`config.mk`:
```
export PLATFORM = sky130hd
export DESIGN_NAME = percent_decoder
export DESIGN_NICKNAME = d
export VERILOG_FILES = /design/src/rtl/pd_pkg.sv /design/src/rtl/pd_front.sv /design/src/rtl/pd_cmd_fifo.sv /design/src/rtl/pd_back.sv /design/src/rtl/percent_decoder.sv
export VERILOG_INCLUDE_DIRS = /design/src /design/src/rtl
export SDC_FILE = /design/constraint.sdc
export NUM_CORES = 1
export LEC_CHECK = 0
export BUFFER_PORTS_ARGS = -buffer_cell sky130_fd_sc_hd__buf_2
export CAP_MARGIN = 40
export CORE_UTILIZATION = 37
export CTS_CLUSTER_DIAMETER = 80
export DETAILED_ROUTE_END_ITERATION = 8
export PLACE_DENSITY_LB_ADDON = 0.25
export SLEW_MARGIN = 20
export SYNTH_ARGS = -nofsm -noshare
export SYNTH_HDL_FRONTEND = slang
export SYNTH_SLANG_ARGS = --single-unit
```
`constraint.sdc`:
```
create_clock -name clk -period 4.58 [get_ports clk]
set_input_delay 0.687 -clock clk [delete_from_list [all_inputs] [get_ports clk]]
set_output_delay 0.687 -clock clk [all_outputs]
set_load 0.01 [all_outputs]
```
`src/rtl/percent_decoder_macros.svh`:
```
// Assertion macros for the percent decoder.
// Included by the top level; relies on clk and rst in the including scope.
`ifndef PERCENT_DECODER_MACROS_SVH
`define PERCENT_DECODER_MACROS_SVH

// Same-cycle implication, disabled during reset.
`define PD_ASSERT_NOW(label, ante, cons, msg) \
  label: assert property (@(posedge clk) disable iff (rst) (ante) |-> (cons)) else $error(msg);

// Implication whose consequent is checked later than the antecedent, disabled during reset.
`define PD_ASSERT_TWO(label, ante, cons, msg) \
  label: assert property (@(posedge clk) disable iff (rst) (ante) |-> ##2 (cons)) \
    else $error(msg);

`endif

```
`src/rtl/pd_pkg.sv`:
```
// Package for the percent decoder: character constants, escape phase type,
// command record passed from front to back, and hex helper functions.
`timescale 1ns / 1ps
`default_nettype none

package pd_pkg;

  localparam logic [7:0] ChPercent = 8'h25;
  localparam logic [7:0] ChZero    = 8'h30;
  localparam logic [7:0] ChNine    = 8'h39;
  localparam logic [7:0] ChLowA    = 8'h61;
  localparam logic [7:0] ChLowF    = 8'h66;
  localparam logic [7:0] ChW       = 8'h57;
  localparam logic [7:0] CaseBit   = 8'h20;

  // Command queue between front and back.
  localparam int unsigned CmdDepth = 4;
  localparam int unsigned CmdPtrW  = $clog2(CmdDepth);
  localparam int unsigned CmdLvlW  = $clog2(CmdDepth + 1);

  // Up to three bytes per command.
  localparam int unsigned CmdBytes = 3;
  localparam int unsigned CmdCntW  = $clog2(CmdBytes + 1);
  localparam int unsigned CmdIdxW  = $clog2(CmdBytes);

  typedef enum logic [1:0] {
    PH_IDLE  = 2'd0,
    PH_PCT   = 2'd1,
    PH_DIGIT = 2'd2
  } phase_t;

  typedef struct packed {
    logic [CmdCntW-1:0]             cnt;
    logic [CmdBytes-1:0][7:0]       bytes;
    logic                           last;
  } cmd_t;

  function automatic logic is_hex(input logic [7:0] c);
    logic [7:0] low;
    low = c | CaseBit;
    return ((c >= ChZero) && (c <= ChNine)) || ((low >= ChLowA) && (low <= ChLowF));
  endfunction

  function automatic logic [3:0] hex_value(input logic [7:0] c);
    logic [7:0] v;
    if ((c >= ChZero) && (c <= ChNine)) begin
      v = c - ChZero;
    end else begin
      v = (c | CaseBit) - ChW;
    end
    return v[3:0];
  endfunction

endpackage

`default_nettype wire

```
`src/rtl/pd_front.sv`:
```
// Front end of the percent decoder: tracks the escape phase and turns accepted
// transactions into commands of up to three bytes. Uses pd_pkg.
`timescale 1ns / 1ps
`default_nettype none

module pd_front (
  input  wire logic        clk,
  input  wire logic        rst,
  input  wire logic        accept,
  input  wire logic [7:0]  in_byte,
  input  wire logic        in_last,
  output pd_pkg::cmd_t     cmd,
  output logic             cmd_wr
);
  import pd_pkg::*;

  phase_t      phase;
  phase_t      phase_next;
  logic [7:0]  held_digit;
  logic [7:0]  held_digit_next;
  logic        hex;
  logic [7:0]  decoded;

  assign hex     = is_hex(in_byte);
  assign decoded = {hex_value(held_digit), hex_value(in_byte)};

  always_ff @(posedge clk) begin
    if (rst) begin
      phase      <= PH_IDLE;
      held_digit <= '0;
    end else if (accept) begin
      phase      <= phase_next;
      held_digit <= held_digit_next;
    end
  end

  always_comb begin
    phase_next      = PH_IDLE;
    held_digit_next = held_digit;
    cmd.cnt         = '0;
    cmd.bytes       = '0;
    cmd.last        = in_last;
    unique case (phase)
      PH_PCT: begin
        if (hex) begin
          if (in_last) begin
            cmd.cnt      = CmdCntW'(2);
            cmd.bytes[0] = ChPercent;
            cmd.bytes[1] = in_byte;
          end else begin
            held_digit_next = in_byte;
            phase_next      = PH_DIGIT;
          end
        end else begin
          cmd.bytes[0] = ChPercent;
          cmd.bytes[1] = in_byte;
          // Breaking '%' starts a new escape unless the string ends here.
          if ((in_byte == ChPercent) && !in_last) begin
            cmd.cnt    = CmdCntW'(1);
            phase_next = PH_PCT;
          end else begin
            cmd.cnt = CmdCntW'(2);
          end
        end
      end
      PH_DIGIT: begin
        if (hex) begin
          cmd.cnt      = CmdCntW'(1);
          cmd.bytes[0] = decoded;
        end else begin
          cmd.bytes[0] = ChPercent;
          cmd.bytes[1] = held_digit;
          cmd.bytes[2] = in_byte;
          if ((in_byte == ChPercent) && !in_last) begin
            cmd.cnt    = CmdCntW'(2);
            phase_next = PH_PCT;
          end else begin
            cmd.cnt = CmdCntW'(3);
          end
        end
      end
      default: begin
        cmd.bytes[0] = in_byte;
        if ((in_byte == ChPercent) && !in_last) begin
          phase_next = PH_PCT;
        end else begin
          cmd.cnt = CmdCntW'(1);
        end
      end
    endcase
  end

  // Drop transactions that only advance the escape.
  assign cmd_wr = accept && (cmd.cnt != '0);

endmodule

`default_nettype wire

```
`src/rtl/pd_cmd_fifo.sv`:
```
// Short command queue between the front and back of the percent decoder.
// Register array of CmdDepth commands; uses pd_pkg.
`timescale 1ns / 1ps
`default_nettype none

module pd_cmd_fifo (
  input  wire logic                  clk,
  input  wire logic                  rst,
  input  wire logic                  wr,
  input  wire pd_pkg::cmd_t          wr_cmd,
  input  wire logic                  rd,
  output pd_pkg::cmd_t               rd_cmd,
  output logic                       full,
  output logic                       empty,
  output logic [pd_pkg::CmdLvlW-1:0] level
);
  import pd_pkg::*;

  cmd_t               mem [CmdDepth];
  logic [CmdPtrW-1:0] wr_ptr;
  logic [CmdPtrW-1:0] rd_ptr;

  assign full   = (level == CmdLvlW'(CmdDepth));
  assign empty  = (level == '0);
  assign rd_cmd = mem[rd_ptr];

  always_ff @(posedge clk) begin
    if (wr) begin
      mem[wr_ptr] <= wr_cmd;
    end
  end

  always_ff @(posedge clk) begin
    if (rst) begin
      wr_ptr <= '0;
      rd_ptr <= '0;
      level  <= '0;
    end else begin
      if (wr) begin
        wr_ptr <= wr_ptr + 1'b1;
      end
      if (rd) begin
        rd_ptr <= rd_ptr + 1'b1;
      end
      if (wr && !rd) begin
        level <= level + 1'b1;
      end else if (rd && !wr) begin
        level <= level - 1'b1;
      end
    end
  end

endmodule

`default_nettype wire

```
`src/rtl/pd_back.sv`:
```
// Back end of the percent decoder: walks the bytes of the head command and
// feeds a one-entry output register. Uses pd_pkg.
`timescale 1ns / 1ps
`default_nettype none

module pd_back (
  input  wire logic        clk,
  input  wire logic        rst,
  input  wire pd_pkg::cmd_t head,
  input  wire logic        head_valid,
  output logic             head_rd,
  input  wire logic        pop,
  output logic             empty,
  output logic [7:0]       out_byte,
  output logic             out_last
);
  import pd_pkg::*;

  logic [CmdIdxW-1:0] idx;
  logic               ovalid;
  logic               load;
  logic               at_end;
  logic [7:0]         sel_byte;

  assign empty   = !ovalid;
  assign load    = head_valid && (!ovalid || pop);
  assign at_end  = (CmdCntW'(idx) + CmdCntW'(1)) == head.cnt;
  assign head_rd = load && at_end;

  always_comb begin
    unique case (idx)
      CmdIdxW'(0): sel_byte = head.bytes[0];
      CmdIdxW'(1): sel_byte = head.bytes[1];
      CmdIdxW'(2): sel_byte = head.bytes[2];
      default:     sel_byte = head.bytes[0];
    endcase
  end

  always_ff @(posedge clk) begin
    if (rst) begin
      ovalid <= 1'b0;
      idx    <= '0;
    end else begin
      if (load) begin
        ovalid <= 1'b1;
        idx    <= at_end ? '0 : idx + 1'b1;
      end else if (pop) begin
        ovalid <= 1'b0;
      end
    end
  end

  always_ff @(posedge clk) begin
    if (load) begin
      out_byte <= sel_byte;
      out_last <= head.last && at_end;
    end
  end

endmodule

`default_nettype wire

```
`src/rtl/percent_decoder.sv`:
```
// Percent decoder: one encoded byte per transaction in, decoded bytes out.
// Throughput: 1 byte per cycle in unless the queue is full, and 1 out while pop
// is high; bytes pass the command queue and then the output register. An
// escape broken late yields up to 3 bytes, drained from a 4-command queue.
// Reset (rst, synchronous): clears the escape phase, queue and output register.
`timescale 1ns / 1ps
`default_nettype none

`include "percent_decoder_macros.svh"

module percent_decoder (
  input  wire logic        clk,
  input  wire logic        rst,
  input  wire logic        push,
  output logic             full,
  input  wire logic [7:0]  in_byte,
  input  wire logic        in_last,
  output logic             empty,
  input  wire logic        pop,
  output logic [7:0]       out_byte,
  output logic             out_last
);
  import pd_pkg::*;

  cmd_t               wr_cmd;
  cmd_t               head;
  logic               cmd_wr;
  logic               head_rd;
  logic               q_empty;
  logic               accept;
  logic [CmdLvlW-1:0] level;

  assign accept = push && !full;

  pd_front u_front (
    .clk     (clk),
    .rst     (rst),
    .accept  (accept),
    .in_byte (in_byte),
    .in_last (in_last),
    .cmd     (wr_cmd),
    .cmd_wr  (cmd_wr)
  );

  pd_cmd_fifo u_fifo (
    .clk    (clk),
    .rst    (rst),
    .wr     (cmd_wr),
    .wr_cmd (wr_cmd),
    .rd     (head_rd),
    .rd_cmd (head),
    .full   (full),
    .empty  (q_empty),
    .level  (level)
  );

  pd_back u_back (
    .clk        (clk),
    .rst        (rst),
    .head       (head),
    .head_valid (!q_empty),
    .head_rd    (head_rd),
    .pop        (pop),
    .empty      (empty),
    .out_byte   (out_byte),
    .out_last   (out_last)
  );

  `PD_ASSERT_NOW(a_level_bound, 1'b1, level <= CmdLvlW'(CmdDepth), "command queue overflow")
  `PD_ASSERT_NOW(a_no_rd_empty, head_rd, !q_empty, "read from empty command queue")
  `PD_ASSERT_TWO(a_last_emits, accept && in_last && empty && q_empty, !empty, "final byte lost")

endmodule

`default_nettype wire
```
# Word-level counts from Yosys, hierarchy flattened
# Memory sizes are Yosys's and may differ from the RTL's. A register that Yosys moved wholly into a read port is not among the register bits.
# Cells that the tools add are included.
[word_totals] register_bits=29 ramBits=108 input_bits=13 output_inout_bits=11 word_cells=88 memories=1
[op_classes] add_sub_neg=9 magnitude_cmp=6 eq_ne=7 mux=31 bitwise_logic=1 n_reduce_logical=24
[mem_list] name="u_fifo.mem" words=4 word_bits=27 read_ports=1 rd_ports_with_merged_regs=1 write_ports=1 line_no="pd_cmd_fifo.sv:19" rtl="cmd_t mem [CmdDepth];"
[ops] operator="two-way mux 16 bit" n=3
[ops] operator="case mux 8 bit (2 select lines)" n=3
[ops] operator="two-way mux 2 bit" n=10
[ops] operator="greater-or-equal comparator 8 x 6 -> 1 bit, second input constant" n=2
[ops] operator="less-or-equal comparator 8 x 6 -> 1 bit, second input constant" n=2
[ops] operator="two-way mux 8 bit" n=2
[ops] operator="logical AND 1 bit" n=11
[ops] operator="equality test 8 x 6 -> 1 bit, second input constant" n=1
[ops] operator="greater-or-equal comparator 8 x 7 -> 1 bit, second input constant" n=1
[ops] operator="less-or-equal comparator 8 x 7 -> 1 bit, second input constant" n=1
[ops] operator="two-way mux 4 bit" n=2
[ops] operator="case mux 2 bit (2 select lines)" n=2
[ops] operator="subtractor 4 x 1 -> 4 bit, second input constant" n=2
[ops] operator="subtractor 4 x 3 -> 4 bit, second input constant" n=2
[ops] operator="two-way mux 1 bit" n=7
[ops] operator="adder 2 x 1 -> 2 bit, second input constant" n=3
[ops] operator="zero test 1 bit" n=6
[ops] operator="two-way mux 3 bit" n=2
[ops] operator="nonzero test 2 bit" n=3
[ops] operator="equality test 2 x 1 -> 1 bit, second input constant" n=2
[ops] operator="equality test 2 bit, second input constant" n=2
[ops] operator="AND reduction 4 bit" n=1
[ops] operator="adder 3 x 1 -> 3 bit, second input constant" n=1
[ops] operator="equality test 3 bit, second input constant" n=1
[ops] operator="5 further kinds" n=6

# Depth between registers and ports, before layout
[depth] word_depth=11 ltp_mapped=14 depth_no_buf=13

# Modules after synthesis
# A second synthesis with hierarchy kept.
[unflattened] hier_cells=418 hier_area_um2=6252.2
[by_module_without_submodules] module="pd_cmd_fifo" instances=1 cells_per_inst=185 area_each_um2=4372.9 seq_area_each_um2=3423.3
[by_module_without_submodules] module="pd_front" instances=1 cells_per_inst=170 area_each_um2=1216.2 seq_area_each_um2=200.2
[by_module_without_submodules] module="pd_back" instances=1 cells_per_inst=61 area_each_um2=645.6 seq_area_each_um2=330.3
[by_module_without_submodules] module="percent_decoder" instances=1 cells_per_inst=2 area_each_um2=17.5 seq_area_each_um2=0.0

# Least setup slack after synthesis
# No wires, ideal clock.
[synth_timing] path_type="input to register" from="in in_byte[1]" to="reg u_fifo.level[2] (netlist name)" setup_time_ns=0.071 t_arrival_ns=3.143 required_ns=4.509 path_slack_ns=1.366 path_stages=13 n_path_buf=0 path_cell_list="inv_1 > ha_1 > nor3b_1 > nor3_4 > nor4_1 > nor3_2 > inv_1 > ha_1 > inv_1 > fa_1 > xor2_1 > or3_1 > a21oi_1"
[synth_between] elab_chain_cells=10 word_cells_on_any_way=22 cone_classes="order compare: 4; eq/ne: 1; mux: 7; reduce/logical: 10"
[synth_lines] element="start: declaration" line_no="percent_decoder.sv:16" rtl="input wire logic [7:0] in_byte,"
[synth_lines] element="greater-or-equal comparator 8 x 6 -> 1 bit, or another cell as far along" line_no="pd_pkg.sv:41" rtl="return ((c >= ChZero) && (c <= ChNine)) || ((low >= ChLowA) && (low <= ChLowF));"
[synth_lines] element="logical AND 1 bit (on tied branches)"
[synth_lines] element="logical OR 1 bit, or another cell as far along" line_no="pd_pkg.sv:41"
[synth_lines] element="two-way mux 2 bit (on tied branches)" line_no="pd_front.sv:67, pd_front.sv:45"
[synth_lines] element="case mux 2 bit (2 select lines) (*)" line_no="pd_front.sv:43" rtl="unique case (phase)"
[synth_lines] element="nonzero test 2 bit (*)" line_no="pd_front.sv:94" rtl="assign cmd_wr = accept && (cmd.cnt != '0);"
[synth_lines] element="logical AND 1 bit (*)" line_no="pd_front.sv:94"
[synth_lines] element="named net cmd_wr" line_no="percent_decoder.sv:27" rtl="logic cmd_wr;"
[synth_lines] element="zero test 1 bit" line_no="pd_cmd_fifo.sv:47" rtl="end else if (rd && !wr) begin"
[synth_lines] element="logical AND 1 bit" line_no="pd_cmd_fifo.sv:47"
[synth_lines] element="nonzero test 2 bit (no line)"
[synth_lines] element="end signal: assignment" line_no="pd_cmd_fifo.sv:46" rtl="level <= level + 1'b1;"
[synth_lines] element="end signal: assignment" line_no="pd_cmd_fifo.sv:48" rtl="level <= level - 1'b1;"
[synth_lines] element="end: declaration" line_no="pd_cmd_fifo.sv:15" rtl="output logic [pd_pkg::CmdLvlW-1:0] level"
# Mark *: on every way through the listed nets, which the timed path passes. The rest lies on a longest branch.
# A chain may end at the register's enable or synchronous reset.

# Final worst setup path
# Ends and elaborated chain as after synthesis.

==> out/qor.csv <==
stage,metric,value,unit
clock_network,clock_sinks,139,
route,avgRoutedWirePerCell,17.86,um
hold_path,min_from,u_back.ovalid$_SDFFE_PP0P_,
timing,maxSlewHeadroom,0.4122,
yosys,synth.most_common_cell,edfxtp_1,
finish,antennaDiodeCount,0,
route,drtPass1Iterations,4,
grt,grt_antenna_before_repair,0,
status,status,finished clean,
job,maxCapViolations,0,
critical_path,cp_slowest_cell,nor3b_1,
yosys,syn_area_per_cell,15.10,um^2
yosys,syn_area,6130,um^2
floorplan,core_region_area,16000,um^2
timing,final.setup.tns,0,ns
critical_path,rr_startpoint,u_front.phase[0]$_SDFFE_PP0P_,
clock_network,clock_latency,0.40,ns
timing,timing.final.setup_violations,0,
hold_path,hold-path-endpoint,u_back.ovalid$_SDFFE_PP0P_,
timing,fmax,309.1,MHz
route,wl,11.74,mm
floorplan,die_x,130.7,um
hold_path,min_path_type,register to register,
clock_network,clock_path_buffers,2,
floorplan,rows,46,
pwr,powerDensity,519.8,nW/um^2
finish,fin_nets,459,
placed_design,place.gp.congestion,0.8346,
yosys,synth_cell_types,53,
hold_path,whs_path_depth,2,
placed_design,portBuffers,23,
grt,grt_pass1_vias,3317,
critical_path,slowest_delay,0.46,ns
timing,holdWs,0.4675,ns
clock_network,post_cts_buffers,0,
yosys,synth_area_leader_cell,edfxtp_1,
finish,nFillCells,1477,
yosys,yosys-top-cells-count,"117 x edfxtp_1, 34 x nor2_1, 27 x mux4_2, 22 x dfxtp_1, 21 x inv_1",
timing,fin_crit_sh,0.7064,
timing,period_needed,3.236,ns
critical_path,cp_cell_sequence,"buf_2, inv_1, ha_1, nor3b_1, nor3_4, nor4_1, nor3_2, inv_1, ha_1, inv_1, fa_1, xor2_1, or3_1, a21oi_1",
timing,clock_skew,0.004199,ns
route,drc,0,
placed_design,dp_hpwl,7.800,mm
grt,grt_pass1_wl,18.57,mm
critical_path,worstPathRequired,4.91,ns
yosys,synth_nets,437,
route,vias,3377,
yosys,netlist.area_leader.share,0.5732,
yosys,ys_ff_latch,139,
timing,rsz0062_at_grt,no,
yosys,ys_async_sr_fraction,0,
clock_network,cts_tree,yes,
route,ant_nets,0,
floorplan,initial_core_util,0.3831,
critical_path,r2r_slack,1.36,ns
floorplan,die_h,130.7,um
finish,area.growth.synth_to_final,14.35,%
timing,slew_viol_final,0,
clock_network,numCtsBuffers,17,
timing,hold_viol_final,0,
yosys,ys_seq_area_frac,0.6450,
finish,multiInputGateArea,1992,um^2
critical_path,path_class,input port to register,
route,drt-initial-drc-count,209,
floorplan,die-area,17090,um^2
grt,grt_max_degree,28,
pwr,irDropWorstVdd,237.1,uV
timing,worstMarginPinSlew,0.8785,ns
yosys,synthTopCellsByArea,"edfxtp_1 57%, mux4_2 9.9%, dfxtp_1 7.2%, ha_1 3.5%, a22oi_1 2.3%",
critical_path,worst-path-max-fanout,10,
clock_network,clock-root-buffer,clkbuf_16,
finish,layout.area.seq,3955,um^2
finish,final_cell_area,7009,um^2
grt,grtUsageTotal,0.1528,
grt,grt-ovfl-total,0,
yosys,synth_flop_cell,edfxtp_1,
clock_network,hold_buffers,0,
critical_path,crit-reg2reg-capture,u_fifo.level[2]$_SDFFE_PP0P_,
pwr,leakage,2.395,nW
clock_network,cts_resized,0,
placed_design,dpl_cell_area,6426,um^2
yosys,synth_edf_count,117,
clock_network,htree_num_levels,4,
critical_path,start_kind,input port,
critical_path,cp_common_cell,inv_1,
critical_path,worst_setup_path_end_kind,register,
clock_network,clk_pin_slew,0.05,ns
floorplan,ios,24,
yosys,synthCells,406,
route,viasPerCell,5.140,
finish,drive_gt1_frac,0.2268,
yosys,yosysWarnings,0,
critical_path,ff2ff_path_depth,13,
critical_path,arrival,3.57,ns
stage by stage:
stage,instances,power [mW],setup slack (ns),util
detailed placement,625,2.359,0.9372,0.4016
global route,657,3.828,1.079,0.4381
finish,657,3.643,1.345,0.4381
global placement,625,2.348,1.019,0.4016
floorplan,406,2.139,1.366,-
CTS,657,3.701,1.338,0.4381
power by group:
part / internal, mW / switching [mW] / leakage, nW
clock: 0.850 / 0.487 / 0.280
combinational: 0.294 / 0.386 / 0.779
sequential: 1.55 / 0.0728 / 1.34
total: 2.70 / 0.946 / 2.39
worst max path at each step:
stage | startpoint | end | slack, ns | depth (start not counted)
floorplan | in_byte[1] | u_fifo.level[2]$_SDFFE_PP0P_ | 1.37 | 13
global placement | in_byte[1] | u_fifo.level[2]$_SDFFE_PP0P_ | 1.02 | 14
detailed placement | in_byte[1] | u_fifo.level[2]$_SDFFE_PP0P_ | 0.94 | 14
CTS | u_front.phase[0]$_SDFFE_PP0P_ | u_fifo.level[2]$_SDFFE_PP0P_ | 1.34 | 12
global route | u_front.phase[0]$_SDFFE_PP0P_ | u_fifo.level[2]$_SDFFE_PP0P_ | 1.08 | 13
finish | in_byte[1] | u_fifo.level[2]$_SDFFE_PP0P_ | 1.34 | 14
area by class of cell:
cell class	instances	area share
repair buffers	25	0.01856
well taps	216	0.03856
flip-flops and latches	139	0.5643
clock buffers	19	0.06176
clock inverters	13	0.02142
inverters	21	0.01125
multi-input cells	224	0.2842
cells by family (layout without fill, tap and decap cells):
| family | after synthesis | count (layout) | share of synthesized area |
|---|---|---|---|
| XOR/XNOR | 8 | 8 | 0.01143 |
| multiplexers | 37 | 37 | 0.1159 |
| AO/OA/AOI/OAI | 66 | 66 | 0.07614 |
| flip-flops | 139 | 139 | 0.6450 |
| buffers and inverters | 43 | 78 | 0.03001 |
| AND/OR/NAND/NOR | 95 | 95 | 0.08349 |
| adder cells (fa/ha/maj) | 18 | 18 | 0.03797 |
layer usage:
metal  share of wire  vias up  wire [um]  GRT usage
met5               0        -          0          0
met4          0.0094        0        110    0.05882
met3           0.043        7        509    0.03664
met2            0.48       78       5649     0.2474
met1            0.47     1693       5466     0.1991
li1                -     1599          -          -
critical path: cells and delay by family:
kind | cells | cell delay (ns)
and+or+nand+nor | 5 | 1.34
adders and majority gates | 3 | 0.80
AOI/OAI and AO/OA | 1 | 0.14
buffers and inverters | 4 | 0.42
xor gates and xnor gates | 1 | 0.18
cell usage in the layout (no fill, tap or decap), drive strengths merged, types with 3 or more instances in the layout:
cell      count
nand2b        5
bufinv        3
o31ai         3
inv          22
nor3b         4
or3           3
xnor2         6
nor2         34
clkinv        6
nor3         10
buf          25
mux4         27
a31oi         3
clkinvlp      3
mux2i         8
ha           17
a22oi        19
o21bai        3
nand2        16
clkbuf       19
a21oi        11
o21ai        15
edfxtp      117
dfxtp        22
and2         11
state kept, by name, summed over array words and instances, names as in the netlist, named ones only:
signal              flops
u_fifo.mem            108
u_back.out_byte         8
u_front.held_digit      8
u_fifo.level            3
u_back.idx              2
u_fifo.rd_ptr           2
u_fifo.wr_ptr           2
u_front.phase           2
u_back.out_last         1
u_back.ovalid           1
No activity file was read; power rests on OpenSTA's default activity.
